File: src/xcpd_pkg.sv
// shared types and constants for the xor checked packet deframer
// no dependencies; used by every module in src

package xcpd_pkg;

  localparam logic [7:0] START_BYTE = 8'h1B;
  localparam logic [7:0] TOKEN_BYTE = 8'h0E;
  localparam logic [7:0] BYTE_MASK  = 8'hFF;

  // input request kinds
  localparam logic REQ_BYTE = 1'b0;
  localparam logic REQ_TICK = 1'b1;

  // result kinds
  localparam logic KIND_DATA   = 1'b0;
  localparam logic KIND_STATUS = 1'b1;

  typedef enum logic [1:0] {
    ST_OK      = 2'd0,
    ST_BAD_SUM = 2'd1,
    ST_FRAMING = 2'd2,
    ST_TIMEOUT = 2'd3
  } status_t;

  typedef enum logic [2:0] {
    PH_IDLE    = 3'd0,
    PH_SEQ     = 3'd1,
    PH_SIZE_HI = 3'd2,
    PH_SIZE_LO = 3'd3,
    PH_TOKEN   = 3'd4,
    PH_DATA    = 3'd5,
    PH_CHECK   = 3'd6
  } phase_t;

  typedef struct packed {
    logic        kind;
    logic [7:0]  payload_byte;
    logic [15:0] byte_index;
    status_t     status;
    logic [7:0]  seq_number;
    logic [15:0] frame_size;
  } res_t;

endpackage

File: src/xcpd_core.sv
// frame parser: phase machine, header registers, byte counter and running xor
// depends on xcpd_pkg

module xcpd_core #(
  parameter int MAX_PAYLOAD = 512
) (
  input  logic             clk,
  input  logic             rst_n,
  input  logic             step,
  input  logic             req_type,
  input  logic [7:0]       rx_byte,
  output logic             res_valid,
  output xcpd_pkg::res_t   res
);

  localparam logic [16:0] MaxPayloadW = 17'(MAX_PAYLOAD);

  xcpd_pkg::phase_t phase_r, phase_nxt;
  logic [7:0]  seq_r, seq_nxt;
  logic [15:0] size_r, size_nxt;
  logic [15:0] count_r, count_nxt;
  logic [7:0]  xor_r, xor_nxt;
  logic [7:0]  b;
  logic [15:0] size_lo_val;
  logic [15:0] count_inc;
  logic        size_too_big;

  assign b            = rx_byte & xcpd_pkg::BYTE_MASK;
  assign size_lo_val  = {size_r[15:8], b};
  assign count_inc    = count_r + 16'd1;
  assign size_too_big = {1'b0, size_lo_val} >= MaxPayloadW;

  // next phase
  always_comb begin
    phase_nxt = phase_r;
    if (req_type == xcpd_pkg::REQ_TICK) begin
      phase_nxt = xcpd_pkg::PH_IDLE;
    end else begin
      unique case (phase_r)
        xcpd_pkg::PH_IDLE: begin
          phase_nxt = (b == xcpd_pkg::START_BYTE) ? xcpd_pkg::PH_SEQ : xcpd_pkg::PH_IDLE;
        end
        xcpd_pkg::PH_SEQ:     phase_nxt = xcpd_pkg::PH_SIZE_HI;
        xcpd_pkg::PH_SIZE_HI: phase_nxt = xcpd_pkg::PH_SIZE_LO;
        xcpd_pkg::PH_SIZE_LO: begin
          phase_nxt = size_too_big ? xcpd_pkg::PH_IDLE : xcpd_pkg::PH_TOKEN;
        end
        xcpd_pkg::PH_TOKEN: begin
          if (b != xcpd_pkg::TOKEN_BYTE) begin
            phase_nxt = xcpd_pkg::PH_IDLE;
          end else if (size_r == 16'd0) begin
            phase_nxt = xcpd_pkg::PH_CHECK;
          end else begin
            phase_nxt = xcpd_pkg::PH_DATA;
          end
        end
        xcpd_pkg::PH_DATA: begin
          phase_nxt = (count_inc == size_r) ? xcpd_pkg::PH_CHECK : xcpd_pkg::PH_DATA;
        end
        xcpd_pkg::PH_CHECK: phase_nxt = xcpd_pkg::PH_IDLE;
        default:            phase_nxt = xcpd_pkg::PH_IDLE;
      endcase
    end
  end

  // datapath updates and result
  always_comb begin
    seq_nxt          = seq_r;
    size_nxt         = size_r;
    count_nxt        = count_r;
    xor_nxt          = xor_r;
    res_valid        = 1'b0;
    res.kind         = xcpd_pkg::KIND_STATUS;
    res.payload_byte = 8'd0;
    res.byte_index   = count_r;
    res.status       = xcpd_pkg::ST_OK;
    res.seq_number   = seq_r;
    res.frame_size   = size_r;
    if (req_type == xcpd_pkg::REQ_TICK) begin
      if (phase_r != xcpd_pkg::PH_IDLE) begin
        res_valid  = 1'b1;
        res.status = xcpd_pkg::ST_TIMEOUT;
      end
    end else begin
      unique case (phase_r)
        xcpd_pkg::PH_IDLE: begin
          seq_nxt        = 8'd0;
          size_nxt       = 16'd0;
          count_nxt      = 16'd0;
          res.byte_index = 16'd0;
          res.seq_number = 8'd0;
          res.frame_size = 16'd0;
          if (b != xcpd_pkg::START_BYTE) begin
            res_valid  = 1'b1;
            res.status = xcpd_pkg::ST_FRAMING;
          end else begin
            xor_nxt = xcpd_pkg::START_BYTE;
          end
        end
        xcpd_pkg::PH_SEQ: begin
          seq_nxt = b;
          xor_nxt = xor_r ^ b;
        end
        xcpd_pkg::PH_SIZE_HI: begin
          size_nxt = {b, 8'd0};
          xor_nxt  = xor_r ^ b;
        end
        xcpd_pkg::PH_SIZE_LO: begin
          size_nxt       = size_lo_val;
          xor_nxt        = xor_r ^ b;
          count_nxt      = 16'd0;
          res.byte_index = 16'd0;
          res.frame_size = size_lo_val;
          if (size_too_big) begin
            res_valid  = 1'b1;
            res.status = xcpd_pkg::ST_FRAMING;
          end
        end
        xcpd_pkg::PH_TOKEN: begin
          if (b != xcpd_pkg::TOKEN_BYTE) begin
            res_valid  = 1'b1;
            res.status = xcpd_pkg::ST_FRAMING;
          end else begin
            xor_nxt = xor_r ^ b;
          end
        end
        xcpd_pkg::PH_DATA: begin
          res_valid        = 1'b1;
          res.kind         = xcpd_pkg::KIND_DATA;
          res.payload_byte = b;
          xor_nxt          = xor_r ^ b;
          count_nxt        = count_inc;
        end
        xcpd_pkg::PH_CHECK: begin
          res_valid  = 1'b1;
          res.status = (xor_r == b) ? xcpd_pkg::ST_OK : xcpd_pkg::ST_BAD_SUM;
        end
        default: begin
          res_valid = 1'b0;
        end
      endcase
    end
  end

  always_ff @(posedge clk) begin
    if (!rst_n) begin
      phase_r <= xcpd_pkg::PH_IDLE;
      seq_r   <= 8'd0;
      size_r  <= 16'd0;
      count_r <= 16'd0;
      xor_r   <= 8'd0;
    end else if (step) begin
      phase_r <= phase_nxt;
      seq_r   <= seq_nxt;
      size_r  <= size_nxt;
      count_r <= count_nxt;
      xor_r   <= xor_nxt;
    end
  end

endmodule

File: src/xcpd_out_stage.sv
// two-entry result stage: output register plus skid register
// depends on xcpd_pkg

module xcpd_out_stage (
  input  logic           clk,
  input  logic           rst_n,
  input  logic           push,
  input  xcpd_pkg::res_t push_data,
  output logic           can_push,
  output logic           out_valid,
  input  logic           out_ready,
  output xcpd_pkg::res_t out_data
);

  logic           main_valid_r;
  logic           skid_valid_r;
  xcpd_pkg::res_t main_r;
  xcpd_pkg::res_t skid_r;

  assign can_push  = !skid_valid_r;
  assign out_valid = main_valid_r;
  assign out_data  = main_r;

  always_ff @(posedge clk) begin
    if (!rst_n) begin
      main_valid_r <= 1'b0;
      skid_valid_r <= 1'b0;
    end else if (skid_valid_r) begin
      if (out_ready) begin
        skid_valid_r <= 1'b0;
      end
    end else if (push) begin
      if (main_valid_r && !out_ready) begin
        skid_valid_r <= 1'b1;
      end else begin
        main_valid_r <= 1'b1;
      end
    end else if (out_ready) begin
      main_valid_r <= 1'b0;
    end
  end

  always_ff @(posedge clk) begin
    if (skid_valid_r) begin
      if (out_ready) begin
        main_r <= skid_r;
      end
    end else if (push) begin
      if (main_valid_r && !out_ready) begin
        skid_r <= push_data;
      end else begin
        main_r <= push_data;
      end
    end
  end

endmodule

File: src/xor_checked_packet_deframer.sv
// top level of the xor checked packet deframer
// depends on xcpd_pkg, xcpd_core and xcpd_out_stage

// Takes one transfer per clock: a serial byte or a packet timeout tick. Frames
// are start byte 0x1B, sequence number, 16-bit size high byte first, token 0x0E,
// the payload and an xor checksum over all earlier bytes. Each payload byte
// leaves as a data item with its index, and each frame ends in one status item
// (ok, bad checksum, framing error, timeout); header bytes and idle ticks give
// nothing. The parser updates its state in the cycle a transfer is taken and its
// result is registered before it reaches the out_ port. A two-entry output stage
// (register plus skid) keeps in_ready high while one result waits, so a new item
// is taken every cycle until two results are held; in_ready drops only then.

module xor_checked_packet_deframer #(
  parameter int MAX_PAYLOAD = 512
) (
  input  logic        clk,
  input  logic        rst_n,
  // input channel
  input  logic        in_valid,
  output logic        in_ready,
  input  logic        in_req_type,
  input  logic [7:0]  in_rx_byte,
  // result channel
  output logic        out_valid,
  input  logic        out_ready,
  output logic        out_kind,
  output logic [7:0]  out_payload_byte,
  output logic [15:0] out_byte_index,
  output logic [1:0]  out_status,
  output logic [7:0]  out_seq_number,
  output logic [15:0] out_frame_size
);

  logic           in_xfer;    // input transfer this cycle
  logic           res_valid;
  xcpd_pkg::res_t res;
  xcpd_pkg::res_t out_data;
  logic           can_push;

  assign in_ready = can_push;
  assign in_xfer  = in_valid && in_ready;

  // parser state advances only on an accepted transfer
  xcpd_core #(
    .MAX_PAYLOAD(MAX_PAYLOAD)
  ) u_core (
    .clk      (clk),
    .rst_n    (rst_n),
    .step     (in_xfer),
    .req_type (in_req_type),
    .rx_byte  (in_rx_byte),
    .res_valid(res_valid),
    .res      (res)
  );

  // result register with skid entry
  xcpd_out_stage u_out (
    .clk      (clk),
    .rst_n    (rst_n),
    .push     (in_xfer && res_valid),
    .push_data(res),
    .can_push (can_push),
    .out_valid(out_valid),
    .out_ready(out_ready),
    .out_data (out_data)
  );

  assign out_kind         = out_data.kind;
  assign out_payload_byte = out_data.payload_byte;
  assign out_byte_index   = out_data.byte_index;
  assign out_status       = out_data.status;
  assign out_seq_number   = out_data.seq_number;
  assign out_frame_size   = out_data.frame_size;

endmodule

File: config.mk
export PLATFORM = sky130hd
export DESIGN_NAME = xor_checked_packet_deframer
export DESIGN_NICKNAME = d
export VERILOG_FILES = /design/src/xcpd_pkg.sv /design/src/xcpd_core.sv /design/src/xcpd_out_stage.sv /design/src/xor_checked_packet_deframer.sv
export SDC_FILE = /design/constraint.sdc
export NUM_CORES = 1
export LEC_CHECK = 0
export BUFFER_PORTS_ARGS = -buffer_cell sky130_fd_sc_hd__buf_2
export CORE_UTILIZATION = 50
export CTS_CLUSTER_SIZE = 8
export DETAILED_ROUTE_END_ITERATION = 16
export MAX_ROUTING_LAYER = met4
export PLACE_DENSITY = 0.78
export SYNTH_ARGS = -nofsm -noshare
export SYNTH_HDL_FRONTEND = slang
export SYNTH_HIERARCHICAL = 1
export SYNTH_SLANG_ARGS = --single-unit
File: constraint.sdc
create_clock -name clk -period 7.8 [get_ports clk]
set_clock_uncertainty 0.15 [all_clocks]
set_input_delay 1.56 -clock clk [delete_from_list [all_inputs] [get_ports clk]]
set_output_delay 1.56 -clock clk [all_outputs]
set_load 0.05 [all_outputs]
==> results.sh <==
export IMPL_grt_max_degree=57
export IMPL_final_design_area_no_fill_mm2=0.00840
export IMPL_hold_viol=0
export IMPL_syn_num_nets=646
export IMPL_dr_max_layer_used="met4"
export IMPL_grt_ovfl_total=0
export IMPL_clockBufferDepth=2
export IMPL_rows=44
export IMPL_timing_hold_ws_ps=316
export IMPL_track_usage=0.231
export IMPL_antenna_found_initial=1
export IMPL_timing_final_ws_setup_ps=3520
export IMPL_yosys_most_used_dff="edfxtp_1"
export IMPL_postCtsResizedCells=0
export IMPL_startpoint_type="primary input"
export IMPL_drt_antenna_violating_nets=0
export IMPL_slew_headroom=0.388
export IMPL_die_area_mm2=0.0153
export IMPL_critPathRequiredTime_ps=7790
export IMPL_powerDensity_mw_per_mm2=214
export IMPL_place_congestion=0.914
export IMPL_start_util=0.511
export IMPL_setup_viol=0
export IMPL_tns_ps=0
export IMPL_outcome="finished, final reports clean"
export IMPL_cts_inserted_buffers=17
export IMPL_path_class="primary input to flip-flop"
export IMPL_dp_hpwl_um=10900
export IMPL_synth_warning_count=6
export IMPL_period_share=0.549
export IMPL_io_pins=66
export IMPL_syn_avg_cell_area_um2=11.7
export IMPL_synth_seq_cells=155
export IMPL_layout_drive_gt1_share=0.243
export IMPL_htreeDepth=4
export IMPL_root_buffer="clkbuf_16"
export IMPL_io_buffers=65
export IMPL_wl_met2_um=8020
export IMPL_viasPerCell=5.97
export IMPL_hold_path_class="flip-flop to flip-flop"
export IMPL_drt_met1_wl_um=7280
export IMPL_fill_cells=1195
export IMPL_synth_cells=632
export IMPL_reg2reg_slack_ps=4160
export IMPL_slew_violations=0
export IMPL_via_count=5207
export IMPL_routed_wl_um=16500
export IMPL_fmax_mhz=233
export IMPL_fin_nets=688
export IMPL_dr_first_iter_drc_count=547
export IMPL_netlist_area_mm2=0.00743
export IMPL_clock_sinks=155
export IMPL_cp_data_arrival_time_ps=4270
export IMPL_maxCapViolations=0
export IMPL_area_growth_synth_to_final_pct=13.1
export IMPL_synth_edf_count=102
export IMPL_ctsHoldBuffers=0
export IMPL_fp_dieW_um=124
export IMPL_avgRoutedWirePerCell_um=19.0
export IMPL_async_flop_share=0
export IMPL_yosys_cell_types_count=62
export IMPL_place_area_mm2=0.00780
export IMPL_post_cts_buffers=0
export IMPL_tritoncts="yes"
export IMPL_grt_pass1_vias=4888
export IMPL_rr_startpoint="u_core/phase_r[2]$_SDFFE_PN0P_"
export IMPL_cp_max_fo=35
export IMPL_grt_pass1_wl_um=26000
export IMPL_yosysSeqAreaShare=0.555
export IMPL_end_kind="flip-flop"
export IMPL_path_clk_slew_ps=70
export IMPL_firstDrtPassIters=5
export IMPL_dr_wl_met3_um=1090
export IMPL_clkLatencyLatePin_ps=430
export IMPL_drc=0
export IMPL_rsz0062_at_grt="false"
export IMPL_ir_worst_vdd_v=0.000155
export IMPL_tightest_slew_ps=911
export IMPL_p_leak_nw=3.10
export IMPL_pre_cts_slack_ps=3100
export IMPL_crit_start="in_rx_byte[4]"
export IMPL_core_area_mm2=0.0145
export IMPL_worstHoldStart="u_core/seq_r[7]$_SDFFE_PN0P_"
export IMPL_period_needed_ps=4280
export IMPL_chipHeight_um=124
-- where the power goes --
group | internal, mW | switching [mW] | leakage [nW]
logic | 0.0209 | 0.0785 | 1.43
clock network | 0.431 | 0.383 | 0.287
registers | 0.882 | 0.00376 | 1.39
total | 1.33 | 0.465 | 3.10
-- through the flow --
step                      cells  utilization  total power [mW]
final                       872        0.578              1.80
after global routing        872        0.578              1.85
after CTS                   871        0.578              1.81
after detailed placement    839        0.537              1.00
after global placement      839        0.537              1.00
after floorplan             632            -             0.979
-- synth_stat cells, drive strengths merged, types with 6 or more instances --
master  instances  share of area
nor2b          35          0.029
a21boi         24          0.024
dfxtp          53           0.14
a21oi          16          0.011
nor2           33          0.018
nand2          35          0.018
nor3           11         0.0074
clkbuf         31          0.016
a22o            8         0.0094
nor4           10         0.0093
o21ai          26          0.018
xor2           17          0.020
edfxtp        102           0.41
xnor2          15          0.018
buf            15          0.013
nand3b          7         0.0071
and2           30          0.025
mux2           51          0.090
nand3          33          0.023
or3             6         0.0051
a22oi          11          0.011
-- metal layers --
| metal | track usage | vias to the layer above |
|---|---|---|
| met1 | 0.303 | 2580 |
| met4 | 0.0723 | 0 |
| met5 | - | - |
| met2 | 0.362 | 205 |
| met3 | 0.0426 | 15 |
| li1 | - | 2407 |
-- placed cells by master, fill, tap and decap left out, drive strengths merged, types with 6 or more instances in the layout --
| cell type | instances |
|---|---|
| a21boi | 24 |
| a21oi | 16 |
| a22o | 8 |
| a22oi | 11 |
| and2 | 30 |
| buf | 69 |
| clkbuf | 17 |
| dfxtp | 53 |
| edfxtp | 102 |
| inv | 13 |
| mux2 | 51 |
| nand2 | 35 |
| nand3 | 33 |
| nand3b | 7 |
| nor2 | 33 |
| nor2b | 35 |
| nor3 | 11 |
| nor4 | 10 |
| o21ai | 26 |
| or3 | 6 |
| xnor2 | 15 |
| xor2 | 17 |
-- path summary, 6_finish.rpt --
kind,to,cells after the start
min reg2reg,u_core/seq_r[7]$_SDFFE_PN0P_,2
max reg2reg,u_out/out_data[13]$_DFFE_PP_,9
min,u_core/seq_r[7]$_SDFFE_PN0P_,2
max,u_out/out_data[13]$_DFFE_PP_,10
-- kinds of logic (layout without fill, tap and decap cells) --
family,count (synthesis),count (layout),synth area share
AOI/OAI and AO/OA,114,114,0.107
xor gates and xnor gates,33,33,0.0414
adders and majority gates,1,1,0.00168
buffers and inverters,50,105,0.0310
DFF,155,155,0.555
muxes,51,51,0.0900
other,0,1,0
and+or+nand+nor,228,228,0.173
-- cell type report --
type | count | area (um2) | area share
clock buffers | 17 | 425 | 0.0506
clock inverters | 15 | 168 | 0.0200
diodes | 1 | 2.50 | 0.000298
flip-flops and latches | 155 | 4130 | 0.491
repair buffers | 69 | 355 | 0.0423
well taps | 184 | 230 | 0.0274
inverters | 4 | 15.0 | 0.00179
multi-input cells | 427 | 3080 | 0.366
-- registers in the layout, indices dropped and copies added, names as in the netlist --
name / count
u_out/out_data: 51
u_out/skid_r: 51
u_core/count_r: 16
u_core/size_r: 16
u_core/seq_r: 8
u_core/xor_r: 8
u_core/phase_r: 3
u_out/out_valid: 1
u_out/skid_valid_r: 1
-- critical path, cell delays in order --
cell and delay, ps:
buf_2 230, or4bb_1 530, a211oi_2 290, nor2_1 90, a211oi_1 290, a21oi_1 70
o22a_1 200, and3_1 210, o22a_2 420, buf_4 350
(Power assumes the default switching activity.)
